==> src/rtl/core/roulette_wheel_selector_macros.svh <==
// Assertion macros shared by the roulette wheel selector modules.
// Needs nothing else; each module that checks itself includes this header.
`ifndef ROULETTE_WHEEL_SELECTOR_MACROS_SVH
`define ROULETTE_WHEEL_SELECTOR_MACROS_SVH

// The consequent must hold in the same cycle as the antecedent.
`define RWS_ASSERT_IMP(label, clk, rst_n, ante, cons, msg) \
    label: assert property (@(posedge clk) disable iff (!rst_n) (ante) |-> (cons)) \
        else $error(msg);

// The consequent must hold in the cycle after the antecedent.
`define RWS_ASSERT_NXT(label, clk, rst_n, ante, cons, msg) \
    label: assert property (@(posedge clk) disable iff (!rst_n) (ante) |=> (cons)) \
        else $error(msg);

`endif

==> src/rtl/core/rws_pkg.sv <==
`timescale 1ns / 1ps
// Shared types and constants of the roulette wheel selector.
// Used by the controller, the datapath and the top level; depends on nothing.
package rws_pkg;

    localparam int unsigned SLOT_W = 8;
    localparam int unsigned PICK_W = 8;

    typedef enum logic [1:0] {
        RD_SLOT = 2'd0,
        RD_EXCL = 2'd1,
        RD_SCAN = 2'd2
    } t_rd_sel;

    typedef struct packed {
        logic    clear_step;
        logic    capture;
        t_rd_sel rd_sel;
        logic    ld_commit;
        logic    den_load;
        logic    mul_step;
        logic    scan_init;
        logic    scan_step;
    } t_cmd;

    typedef struct packed {
        logic clear_last;
        logic den_zero;
        logic mul_done;
        logic scan_hit;
        logic scan_end;
    } t_status;

endpackage

==> src/rtl/core/rws_controller.sv <==
`timescale 1ns / 1ps
// Controller of the roulette wheel selector: sequences clearing, loads and selects.
// Depends on rws_pkg and the macro header.
`include "roulette_wheel_selector_macros.svh"

module rws_controller (
    input  logic             i_clk,
    input  logic             i_rst_n,
    input  logic             i_start,
    input  logic             i_func,
    output logic             o_busy,
    output rws_pkg::t_cmd    o_cmd,
    input  rws_pkg::t_status i_status
);

    typedef enum logic [7:0] {
        ST_CLEAR   = 8'b0000_0001,
        ST_IDLE    = 8'b0000_0010,
        ST_LD_RD   = 8'b0000_0100,
        ST_LD_WR   = 8'b0000_1000,
        ST_SEL_RD  = 8'b0001_0000,
        ST_SEL_DEN = 8'b0010_0000,
        ST_MUL     = 8'b0100_0000,
        ST_SCAN    = 8'b1000_0000
    } t_state;

    t_state r_state;
    t_state n_state;

    always_comb begin
        n_state = r_state;
        o_cmd   = '0;
        o_cmd.rd_sel = rws_pkg::RD_SLOT;
        case (r_state)
            ST_CLEAR: begin
                o_cmd.clear_step = 1'b1;
                if (i_status.clear_last) begin
                    n_state = ST_IDLE;
                end
            end
            ST_IDLE: begin
                if (i_start) begin
                    o_cmd.capture = 1'b1;
                    n_state = i_func ? ST_SEL_RD : ST_LD_RD;
                end
            end
            ST_LD_RD: begin
                o_cmd.rd_sel = rws_pkg::RD_SLOT;
                n_state = ST_LD_WR;
            end
            ST_LD_WR: begin
                o_cmd.ld_commit = 1'b1;
                n_state = ST_IDLE;
            end
            ST_SEL_RD: begin
                o_cmd.rd_sel = rws_pkg::RD_EXCL;
                n_state = ST_SEL_DEN;
            end
            ST_SEL_DEN: begin
                o_cmd.den_load = 1'b1;
                n_state = i_status.den_zero ? ST_IDLE : ST_MUL;
            end
            ST_MUL: begin
                o_cmd.mul_step = 1'b1;
                if (i_status.mul_done) begin
                    o_cmd.scan_init = 1'b1;
                    n_state = ST_SCAN;
                end
            end
            ST_SCAN: begin
                o_cmd.rd_sel    = rws_pkg::RD_SCAN;
                o_cmd.scan_step = 1'b1;
                if (i_status.scan_hit || i_status.scan_end) begin
                    n_state = ST_IDLE;
                end
            end
            default: begin
                n_state = ST_IDLE;
            end
        endcase
    end

    always_ff @(posedge i_clk) begin
        if (!i_rst_n) begin
            r_state <= ST_CLEAR;
        end else begin
            r_state <= n_state;
        end
    end

    assign o_busy = r_state != ST_IDLE;

    `RWS_ASSERT_NXT(a_start_busy, i_clk, i_rst_n, i_start && !o_busy, o_busy, "accepted transfer did not raise busy")
    `RWS_ASSERT_IMP(a_clear_busy, i_clk, i_rst_n, $rose(i_rst_n), o_busy, "clearing pass not under way after reset")

endmodule

==> config.mk <==
export PLATFORM = sky130hd
export DESIGN_NAME = rws_controller
export DESIGN_NICKNAME = d
export VERILOG_FILES = /design/src/rtl/core/rws_pkg.sv /design/src/rtl/core/rws_controller.sv
export VERILOG_INCLUDE_DIRS = /design/src /design/src/rtl/core
export SDC_FILE = /design/constraint.sdc
export NUM_CORES = 1
export LEC_CHECK = 0
export BUFFER_PORTS_ARGS = -buffer_cell sky130_fd_sc_hd__clkbuf_2
export CAP_MARGIN = 40
export CORE_AREA = 2 2 39 41
export CTS_CLUSTER_SIZE = 12
export DETAILED_ROUTE_END_ITERATION = 10
export DIE_AREA = 0 0 41 43
export PLACE_DENSITY = 0.77
export SLEW_MARGIN = 15
export SYNTH_ARGS = -nofsm -noshare
export SYNTH_HDL_FRONTEND = slang
export SYNTH_SLANG_ARGS = --single-unit
==> constraint.sdc <==
create_clock -name i_clk -period 2.5 [get_ports i_clk]
set_clock_uncertainty 0.1 [all_clocks]
set_input_delay 0.25 -clock i_clk [delete_from_list [all_inputs] [get_ports i_clk]]
set_output_delay 0.25 -clock i_clk [all_outputs]
set_load 0.05 [all_outputs]
Yosys cells after proc, flatten, opt, wreduce, memory -nomap -nowiden
Cells that the tools add are included.
{"block": "totals", "regBits": 8, "input_bits": 9, "output_inout_bits": 10, "word_cells": 32}
{"block": "op_classes", "n_eq_ne": 13, "muxes": 16, "reduce_logical": 2}
{"operator": "$pmux W8 S7", "n": 1}
{"operator": "$mux W8", "n": 4}
{"operator": "$eq A8 B1 Y1 const B", "n": 1}
{"operator": "$eq A8 B2 Y1 const B", "n": 1}
{"operator": "$eq A8 B3 Y1 const B", "n": 1}
{"operator": "$eq A8 B4 Y1 const B", "n": 1}
{"operator": "$eq A8 B5 Y1 const B", "n": 1}
{"operator": "$eq A8 B6 Y1 const B", "n": 1}
{"operator": "$eq A8 B7 Y1 const B", "n": 1}
{"operator": "$eq A8 B8 Y1 const B", "n": 1}
{"operator": "$ne A2 B2 Y1 const B", "n": 4}
{"operator": "$ne A8 B2 Y1 const B", "n": 1}
{"operator": "$mux W1", "n": 7}
{"operator": "$mux W7", "n": 1}
{"operator": "$mux W5", "n": 1}
{"operator": "$pmux W2 S2", "n": 1}
{"operator": "$reduce_and A4 Y1", "n": 1}
{"operator": "$mux W2", "n": 1}
{"operator": "$logic_or A1 B1 Y1", "n": 1}

Depth between registers and ports, before layout
Gate-level depths: netlist of the first run.
{"block": "logic_depth", "ltp_word": 3, "ltp_mapped": 6, "depth_no_buf": 4}

Worst setup path after synthesis of the first run
OpenSTA, ideal clock, no wires.
{"block": "synth_path", "path_type": "register -> output", "start": "register r_state[4]", "end": "output port o_cmd[4] in the netlist's numbering", "t_arrival_ps": 2530, "required_time_ps": 2150, "path_slack_ps": -380, "path_stages_with_launch": 5, "n_path_buf": 2, "cell_sequence": "dfxtp_1 -> buf_6 -> or4_4 -> buf_6 -> nor4_1"}
{"element": "start, declared", "line": "rws_controller.sv:27", "text": "t_state r_state;"}
{"element": "start signal, assigned", "line": "rws_controller.sv:87", "text": "r_state <= n_state;"}
{"element": "end, declared", "line": "rws_controller.sv:12", "text": "output rws_pkg::t_cmd o_cmd,"}

==> metrics.txt, run 1 <==
# TYPE chip_impl_metric gauge
chip_impl_info{name="reg_top3",value="r_state x8"} 1
chip_impl_metric{name="synth_cells",unit=""} 61
chip_impl_metric{name="die_width",unit="um"} 41
chip_impl_metric{name="drcViolationCount",unit=""} 0
chip_impl_metric{name="placement_rows",unit=""} 14
chip_impl_metric{name="total_stage_count_of_the_critical_path",unit=""} 4
chip_impl_metric{name="final_nets",unit=""} 92
chip_impl_metric{name="worst_hold_path.num_cells",unit=""} 2
chip_impl_info{name="holdCritPathClass",value="input pin to register"} 1
chip_impl_metric{name="final-seq-area",unit="um^2"} 160.2
chip_impl_metric{name="port_buffers",unit=""} 18
chip_impl_metric{name="grt_use_total",unit=""} 0.1573
chip_impl_info{name="timing_worst_setup_path_type",value="register to output pin"} 1
chip_impl_metric{name="multi_input_logic_area",unit="um^2"} 357.8
chip_impl_info{name="crit_path_cell_trace",value="or4_4 -> nor4_4 -> and2_1 -> clkbuf_2"} 1
chip_impl_metric{name="grt_first_pass_wirelength",unit="um"} 1807
chip_impl_metric{name="ioPinCount",unit=""} 19
chip_impl_metric{name="cts_hold_repair.buffers",unit=""} 0
chip_impl_info{name="outcome",value="finished clean"} 1
chip_impl_metric{name="clk_path_buf_depth",unit=""} 2
chip_impl_metric{name="synth_sequential_area_ratio",unit=""} 0.2896
chip_impl_metric{name="dr_total_vias",unit=""} 537
chip_impl_metric{name="arrival",unit="ps"} 1950
chip_impl_metric{name="worst_r2r_path_depth",unit=""} 4
chip_impl_metric{name="slew_at_the_pin_closest_to_its_max_slew_limit",unit="ps"} 401.7
chip_impl_metric{name="report.final.slew_viol_count",unit=""} 0
chip_impl_metric{name="max_slew_margin",unit=""} 0.7313
chip_impl_metric{name="post_drt_via_cell_ratio",unit=""} 5.536
chip_impl_info{name="final_common_cell",value="clkbuf_2"} 1
chip_impl_metric{name="ys_warn_count",unit=""} 0
chip_impl_metric{name="die_height",unit="um"} 43
chip_impl_metric{name="antenna_found_initial",unit=""} 0
chip_impl_metric{name="cts.repair.resized",unit=""} 0
chip_impl_metric{name="cp_num_buf_inv",unit=""} 1
chip_impl_metric{name="worstSkewPairLatency",unit="ps"} 250
chip_impl_metric{name="synth.avg_cell_area",unit="um^2"} 9.066
chip_impl_metric{name="largest_register_ff_count",unit=""} 8
chip_impl_metric{name="p_total",unit="mW"} 0.3107
chip_impl_metric{name="route.final.wire_length",unit="um"} 1164
chip_impl_metric{name="finalCritPeriodShare",unit=""} 0.9212
chip_impl_info{name="largest_register",value="r_state"} 1
chip_impl_info{name="cp_top_family",value="simple AND/OR/NAND/NOR gates"} 1
chip_impl_metric{name="vdd.ir_drop.worst",unit="mV"} 0.2444
chip_impl_metric{name="fp.dieArea",unit="um^2"} 1763
chip_impl_info{name="cp-start-kind",value="register"} 1
chip_impl_info{name="most-common-layout-cells",value="18 x clkbuf_2, 8 x dfxtp_1, 6 x nor4_1, 6 x nor2_1"} 1
chip_impl_info{name="tritoncts_clock_tree",value="done"} 1
chip_impl_metric{name="cts.reportedPaths.clkPinSlew",unit="ps"} 50
chip_impl_metric{name="delay_of_the_slowest_cell_on_the_worst_path",unit="ps"} 630
chip_impl_metric{name="layout-drive-gt1-share",unit=""} 0.3704
chip_impl_metric{name="post-dp-hpwl",unit="um"} 948.6
chip_impl_metric{name="syn-num-nets",unit=""} 70
chip_impl_metric{name="timing.final.crit_period",unit="ps"} 2303
chip_impl_info{name="slowest_cell_on_the_critical_path",value="or4_4"} 1
chip_impl_metric{name="largest_driver_fanout_on_the_critical_path",unit=""} 7
chip_impl_metric{name="grt_start_max_net_pins",unit=""} 9
chip_impl_metric{name="clkSinkCount",unit=""} 8
chip_impl_metric{name="antenna_left",unit=""} 0
chip_impl_metric{name="finish.utilization",unit=""} 0.4864
chip_impl_metric{name="hold_viol_final",unit=""} 0
chip_impl_metric{name="fmaxAchievable",unit="MHz"} 434.2
chip_impl_metric{name="dp_worst_setup_slack",unit="ps"} 465.9
chip_impl_metric{name="detail_route.first_pass.iterations",unit=""} 6
chip_impl_metric{name="placeableCoreArea",unit="um^2"} 1384
chip_impl_metric{name="initialDrtViolationCount",unit=""} 21
chip_impl_metric{name="max_cap_viol_count",unit=""} 0
chip_impl_metric{name="vias_in_the_first_global_route",unit=""} 441
chip_impl_metric{name="drt-wirelength-per-cell",unit="um"} 12.00
chip_impl_metric{name="post-cts-setup-buffer-count",unit=""} 0
chip_impl_info{name="rsz0062_at_grt",value="false"} 1
chip_impl_metric{name="fillers",unit=""} 135
chip_impl_metric{name="timing.final.ws_setup",unit="ps"} 197.0
chip_impl_metric{name="antennaDiodeCount",unit=""} 0
chip_impl_metric{name="synth_area",unit="um^2"} 553.0
chip_impl_metric{name="initial_utilization",unit=""} 0.3996
chip_impl_metric{name="number_of_setup_violations_in_the_final_report",unit=""} 0
chip_impl_metric{name="timing.critical_path.required",unit="ps"} 2150
chip_impl_metric{name="ys_ff_latch",unit=""} 8
chip_impl_metric{name="yosysUniqueCellTypes",unit=""} 27
chip_impl_metric{name="cts_htree_levels",unit=""} 1
chip_impl_info{name="cts_root_buf",value="clkbuf_4"} 1
chip_impl_metric{name="globalRouteOverflowTotal",unit=""} 0
chip_impl_info{name="cp-end-kind",value="output pin"} 1
chip_impl_metric{name="area_growth",unit="%"} 21.72
chip_impl_metric{name="routabilityCongestion",unit=""} 0.7503
chip_impl_metric{name="cts_inserted_buffers",unit=""} 3
chip_impl_metric{name="p_leak",unit="nW"} 0.2880
chip_impl_metric{name="power.density_cell_area",unit="nW/um^2"} 461.5
[worst register-to-register path: cells and delay by family, from the launching register on]
kind,cells,cell delay (ps)
compound gates,3,720
simple gates,1,630
flops,1,350
[final cells by class]
class	instances	share of cell area
inverters	4	0.02230
multi-input cells	47	0.5316
clock buffers	3	0.03346
flip-flops and latches	8	0.2379
well taps	16	0.02974
repair buffers	19	0.1450
[power by group]
part | internal (mW) | leakage, nW | switching (mW) | total [mW]
logic | 0.0296 | 0.209 | 0.0486 | 0.0782
registers | 0.132 | 0.0652 | 0.00822 | 0.140
clock network | 0.0545 | 0.0138 | 0.0378 | 0.0923
[cell usage after synthesis]
master | instances | area share
a21o_4 | 1 | 0.027
a22oi_1 | 1 | 0.014
a31oi_1 | 1 | 0.011
and2_1 | 2 | 0.023
buf_6 | 2 | 0.041
dfxtp_1 | 8 | 0.29
inv_1 | 4 | 0.027
mux2_1 | 1 | 0.020
nand2_1 | 3 | 0.020
nand2b_1 | 4 | 0.045
nor2_1 | 7 | 0.048
nor2b_1 | 2 | 0.023
nor3_1 | 3 | 0.027
nor4_1 | 6 | 0.068
nor4_2 | 1 | 0.023
nor4_4 | 1 | 0.038
nor4b_1 | 3 | 0.048
o211a_1 | 1 | 0.018
o21a_1 | 2 | 0.027
o21ai_0 | 1 | 0.0090
o32ai_1 | 1 | 0.016
o32ai_2 | 1 | 0.029
o41ai_4 | 1 | 0.050
or2_2 | 1 | 0.011
or3_1 | 1 | 0.011
or4_4 | 1 | 0.020
xor2_1 | 1 | 0.016
[layer usage]
metal	global-route usage	routed length, um	vias up
met5	0	0	-
met4	0.1200	26	0
met3	0.04712	39	4
met2	0.2250	595	13
met1	0.1857	503	251
li1	-	-	269
[worst paths after layout]
path	from	to	slack, ps
hold reg to reg	r_state[4]	r_state[5]	490
setup / recovery	r_state[1]	o_cmd[1]	200
setup reg to reg	r_state[1]	r_state[1]	590
hold / removal	i_func	r_state[2]	80
[metrics by stage]
step / instance area [um^2] / hold slack [ps] / cells / TNS, ps
after floorplan: 555.5 / 225.7 / 61 / -827.5
after global placement: 650.6 / 333.3 / 94 / 0
after detailed placement: 650.6 / 340.6 / 94 / 0
after CTS: 673.1 / 72.55 / 97 / 0
after global routing: 673.1 / 85.36 / 97 / 0
final: 673.1 / 81.77 / 97 / 0
[logic make-up (layout without fill, tap and decap cells)]
family / count (synthesis) / in the layout / share of synthesized area
AND/OR/NAND/NOR: 35 / 35 / 0.4050
XOR/XNOR: 1 / 1 / 0.01584
flip-flops: 8 / 8 / 0.2896
buffers and inverters: 6 / 26 / 0.06786
multiplexers: 1 / 1 / 0.02036
AO/OA/AOI/OAI: 10 / 10 / 0.2014
No activity file was read; power rests on OpenSTA's default activity.
==> run 2, diff against run 1 <==
--- a/config.mk
+++ b/config.mk
@@ -13,5 +13,7 @@
 export DETAILED_ROUTE_END_ITERATION = 10
 export DIE_AREA = 0 0 41 43
+export MAX_ROUTING_LAYER = met4
 export PLACE_DENSITY = 0.77
+export REMOVE_ABC_BUFFERS = 1
 export SLEW_MARGIN = 15
 export SYNTH_ARGS = -nofsm -noshare
==> constraint.sdc (replaced) <==
create_clock -name i_clk -period 2.5 [get_ports i_clk]
set_clock_uncertainty 0.1 [all_clocks]
set_input_delay 0.5 -clock i_clk [delete_from_list [all_inputs] [get_ports i_clk]]
set_output_delay 0.5 -clock i_clk [all_outputs]
set_load 0.05 [all_outputs]
==> run 2 against run 1 <==
- fmax shrank 5.8%
- sequential share of layout area shrank 0.65 points
- power grew 1.6%
- critical path depth is the same
- first-iteration DRC count shrank 24%
- setup slack lost 140 ps
- critical endpoint is now o_cmd[8]
- largest cell class unchanged
- largest power group unchanged
==> metrics.txt, run 2 (synthesis gave the netlist of run 1 again) <==
# TYPE chip_impl_metric gauge
chip_impl_metric{name="hold-worst-slack",unit="ps"} 332.2
chip_impl_metric{name="finalCritPeriodShare",unit=""} 0.9776
chip_impl_metric{name="max_cap_viol_count",unit=""} 0
chip_impl_metric{name="drcViolationCount",unit=""} 0
chip_impl_metric{name="ioPinCount",unit=""} 19
chip_impl_metric{name="p_total",unit="mW"} 0.3156
chip_impl_metric{name="clockPowerShare",unit=""} 0.300
chip_impl_metric{name="seq_power_share",unit=""} 0.443
chip_impl_info{name="cp_top_family",value="simple AND/OR/NAND/NOR gates"} 1
chip_impl_info{name="tritoncts_clock_tree",value="done"} 1
chip_impl_metric{name="final_nets",unit=""} 93
chip_impl_metric{name="hold_viol_final",unit=""} 0
chip_impl_info{name="min_from",value="i_func"} 1
chip_impl_metric{name="delay_of_the_slowest_cell_on_the_worst_path",unit="ps"} 610
chip_impl_metric{name="fmaxAchievable",unit="MHz"} 409.2
chip_impl_metric{name="vdd.ir_drop.worst",unit="mV"} 0.2024
chip_impl_metric{name="detail_route.first_pass.iterations",unit=""} 4
chip_impl_info{name="cp-end-kind",value="output pin"} 1
chip_impl_metric{name="initialDrtViolationCount",unit=""} 16
chip_impl_metric{name="placement_rows",unit=""} 14
chip_impl_metric{name="power.density_cell_area",unit="nW/um^2"} 456.2
chip_impl_info{name="final_common_cell",value="clkbuf_2"} 1
chip_impl_metric{name="port_buffers",unit=""} 18
chip_impl_info{name="hold-path-endpoint",value="r_state[2]"} 1
chip_impl_metric{name="grt_first_pass_wirelength",unit="um"} 1876
chip_impl_metric{name="report.final.slew_viol_count",unit=""} 0
chip_impl_info{name="rsz0062_at_grt",value="false"} 1
chip_impl_info{name="cp-start-kind",value="register"} 1
chip_impl_metric{name="grt_start_max_net_pins",unit=""} 9
chip_impl_info{name="most-common-layout-cells",value="15 x clkbuf_2, 8 x dfxtp_1, 7 x nor2_1"} 1
chip_impl_metric{name="fillers",unit=""} 132
chip_impl_metric{name="fp.dieArea",unit="um^2"} 1763
chip_impl_metric{name="p_switching",unit="mW"} 0.09638
chip_impl_info{name="largest_register",value="r_state"} 1
chip_impl_metric{name="number_of_setup_violations_in_the_final_report",unit=""} 0
chip_impl_metric{name="vias_in_the_first_global_route",unit=""} 486
chip_impl_info{name="cts_root_buf",value="clkbuf_4"} 1
chip_impl_metric{name="placeableCoreArea",unit="um^2"} 1384
chip_impl_info{name="crit-reg2reg-launch",value="r_state[5]"} 1
chip_impl_metric{name="die_height",unit="um"} 43
chip_impl_info{name="holdCritPathClass",value="input pin to register"} 1
chip_impl_metric{name="die_width",unit="um"} 41
chip_impl_metric{name="share_comb_of_total_power",unit=""} 0.257
chip_impl_info{name="reg2reg_to",value="r_state[1]"} 1
chip_impl_metric{name="clkSinkCount",unit=""} 8
chip_impl_metric{name="antennaDiodeCount",unit=""} 0
chip_impl_metric{name="cts_htree_levels",unit=""} 1
chip_impl_metric{name="dr_total_vias",unit=""} 528
chip_impl_metric{name="cts.reportedPaths.clkPinSlew",unit="ps"} 50
chip_impl_metric{name="fin_tns_setup",unit="ps"} 0
chip_impl_metric{name="route.final.wire_length",unit="um"} 1182
chip_impl_metric{name="post_drt_via_cell_ratio",unit=""} 5.388
chip_impl_metric{name="multi_input_logic_area",unit="um^2"} 355.3
chip_impl_info{name="slowest_cell_on_the_critical_path",value="or4_4"} 1
chip_impl_metric{name="clk_path_buf_depth",unit=""} 2
chip_impl_metric{name="proportion_of_total_power_due_to_net_switching",unit=""} 0.3053
chip_impl_metric{name="reg2reg_slack",unit="ps"} 460
chip_impl_metric{name="post_dp_cell_area",unit="um^2"} 648.1
chip_impl_metric{name="final_design_area_no_fill",unit="um^2"} 691.9
chip_impl_info{name="outcome",value="finished clean"} 1
chip_impl_metric{name="slew_at_the_pin_closest_to_its_max_slew_limit",unit="ps"} 381.6
chip_impl_info{name="timing_worst_setup_path_type",value="register to output pin"} 1
chip_impl_metric{name="timing.final.crit_period",unit="ps"} 2444
chip_impl_metric{name="final-instance-count-excl-fill",unit=""} 98
chip_impl_info{name="crit_path_cell_trace",value="or4_4 -> buf_4 -> nor3_1 -> clkbuf_4"} 1
chip_impl_metric{name="place.detailed.instances",unit=""} 94
chip_impl_metric{name="drt-wirelength-per-cell",unit="um"} 12.06
chip_impl_metric{name="max_slew_margin",unit=""} 0.7420
chip_impl_metric{name="p_leak",unit="nW"} 0.2962
chip_impl_metric{name="arrival",unit="ps"} 1840
chip_impl_metric{name="initial_utilization",unit=""} 0.3996
chip_impl_metric{name="worstSkewPairLatency",unit="ps"} 250
chip_impl_metric{name="routabilityCongestion",unit=""} 0.7659
chip_impl_metric{name="area_growth",unit="%"} 25.11
chip_impl_metric{name="post-dp-hpwl",unit="um"} 932.1
chip_impl_metric{name="antenna_left",unit=""} 0
chip_impl_metric{name="worst_r2r_path_depth",unit=""} 5
chip_impl_metric{name="cp_num_buf_inv",unit=""} 2
chip_impl_metric{name="worst_hold_path.num_cells",unit=""} 2
chip_impl_metric{name="largest_register_ff_count",unit=""} 8
chip_impl_metric{name="cts_inserted_buffers",unit=""} 3
chip_impl_metric{name="layout-drive-gt1-share",unit=""} 0.3659
chip_impl_metric{name="cell_int_power",unit="mW"} 0.2193
chip_impl_metric{name="grt_use_total",unit=""} 0.1608
chip_impl_metric{name="globalRouteOverflowTotal",unit=""} 0
chip_impl_metric{name="final-seq-area",unit="um^2"} 160.2
chip_impl_metric{name="largest_driver_fanout_on_the_critical_path",unit=""} 8
chip_impl_info{name="reg_top3",value="r_state x8"} 1
chip_impl_metric{name="timing.critical_path.required",unit="ps"} 1900
chip_impl_metric{name="cts_hold_repair.buffers",unit=""} 0
chip_impl_metric{name="antenna_found_initial",unit=""} 0
## run 2: final cells by class
type                       instances  area share
sequential                         8      0.2315
inverter                           4     0.02170
tap                               16     0.02893
timing repair buffer              20      0.1718
multi-input combinational         47      0.5136
clock buffer                       3     0.03255
## run 2: stage by stage
| stage | setup WS, ps | util |
|---|---|---|
| final | 56.11 | 0.5000 |
| after global routing | 0.1370 | 0.5000 |
| after CTS | 13.59 | 0.4964 |
| after detailed placement | 204.2 | 0.4684 |
| after global placement | 247.7 | 0.4684 |
| after floorplan | -571.2 | - |
## run 2: how the worst max path moves through the flow
stage / start / slack [ps] / depth (start not counted) / to
finish: r_state[5] / 60 / 4 / o_cmd[8]
global route: r_state[5] / 0.1 / 3 / o_cmd[0]
CTS: r_state[5] / 10 / 4 / o_cmd[8]
detailed placement: r_state[1] / 200 / 4 / o_cmd[1]
global placement: r_state[1] / 250 / 4 / o_cmd[1]
floorplan: r_state[1] / -570 / 2 / o_cmd[4]
## run 2: power by group through the flow
stage / Clock [mW] / Combinational, mW / Sequential (mW)
2_1_floorplan: 0 / 0.0560 / 0.141
3_3_place_gp: 0 / 0.0764 / 0.142
3_5_place_dp: 0 / 0.0774 / 0.143
4_1_cts: 0.0969 / 0.0806 / 0.140
5_1_grt: 0.101 / 0.0878 / 0.141
6_report: 0.0946 / 0.0811 / 0.140
## run 2: routing by layer
layer  global-route usage  up-vias  part of all wire
li1                     -      271                 -
met1               0.1748      243              0.42
met2               0.2469       11              0.53
met3              0.03665        3             0.027
met4               0.1067        0             0.012
met5                    -        -                 0
## run 2: repair_timing
| item | in CTS | in global routing |
|---|---|---|
| setup endpoints to repair | 1 | 4 |
| buffers inserted | 1 | 0 |
| gates resized for setup | 2 | 4 |
| pin swaps | 1 | 1 |
## run 2: worst reg2reg max path, delay by kind of cell, from the launching register on
family,cells,cell delay [ps]
DFF,1,370
AOI/OAI and AO/OA,3,670
buffers and inverters,1,180
and+or+nand+nor,1,610
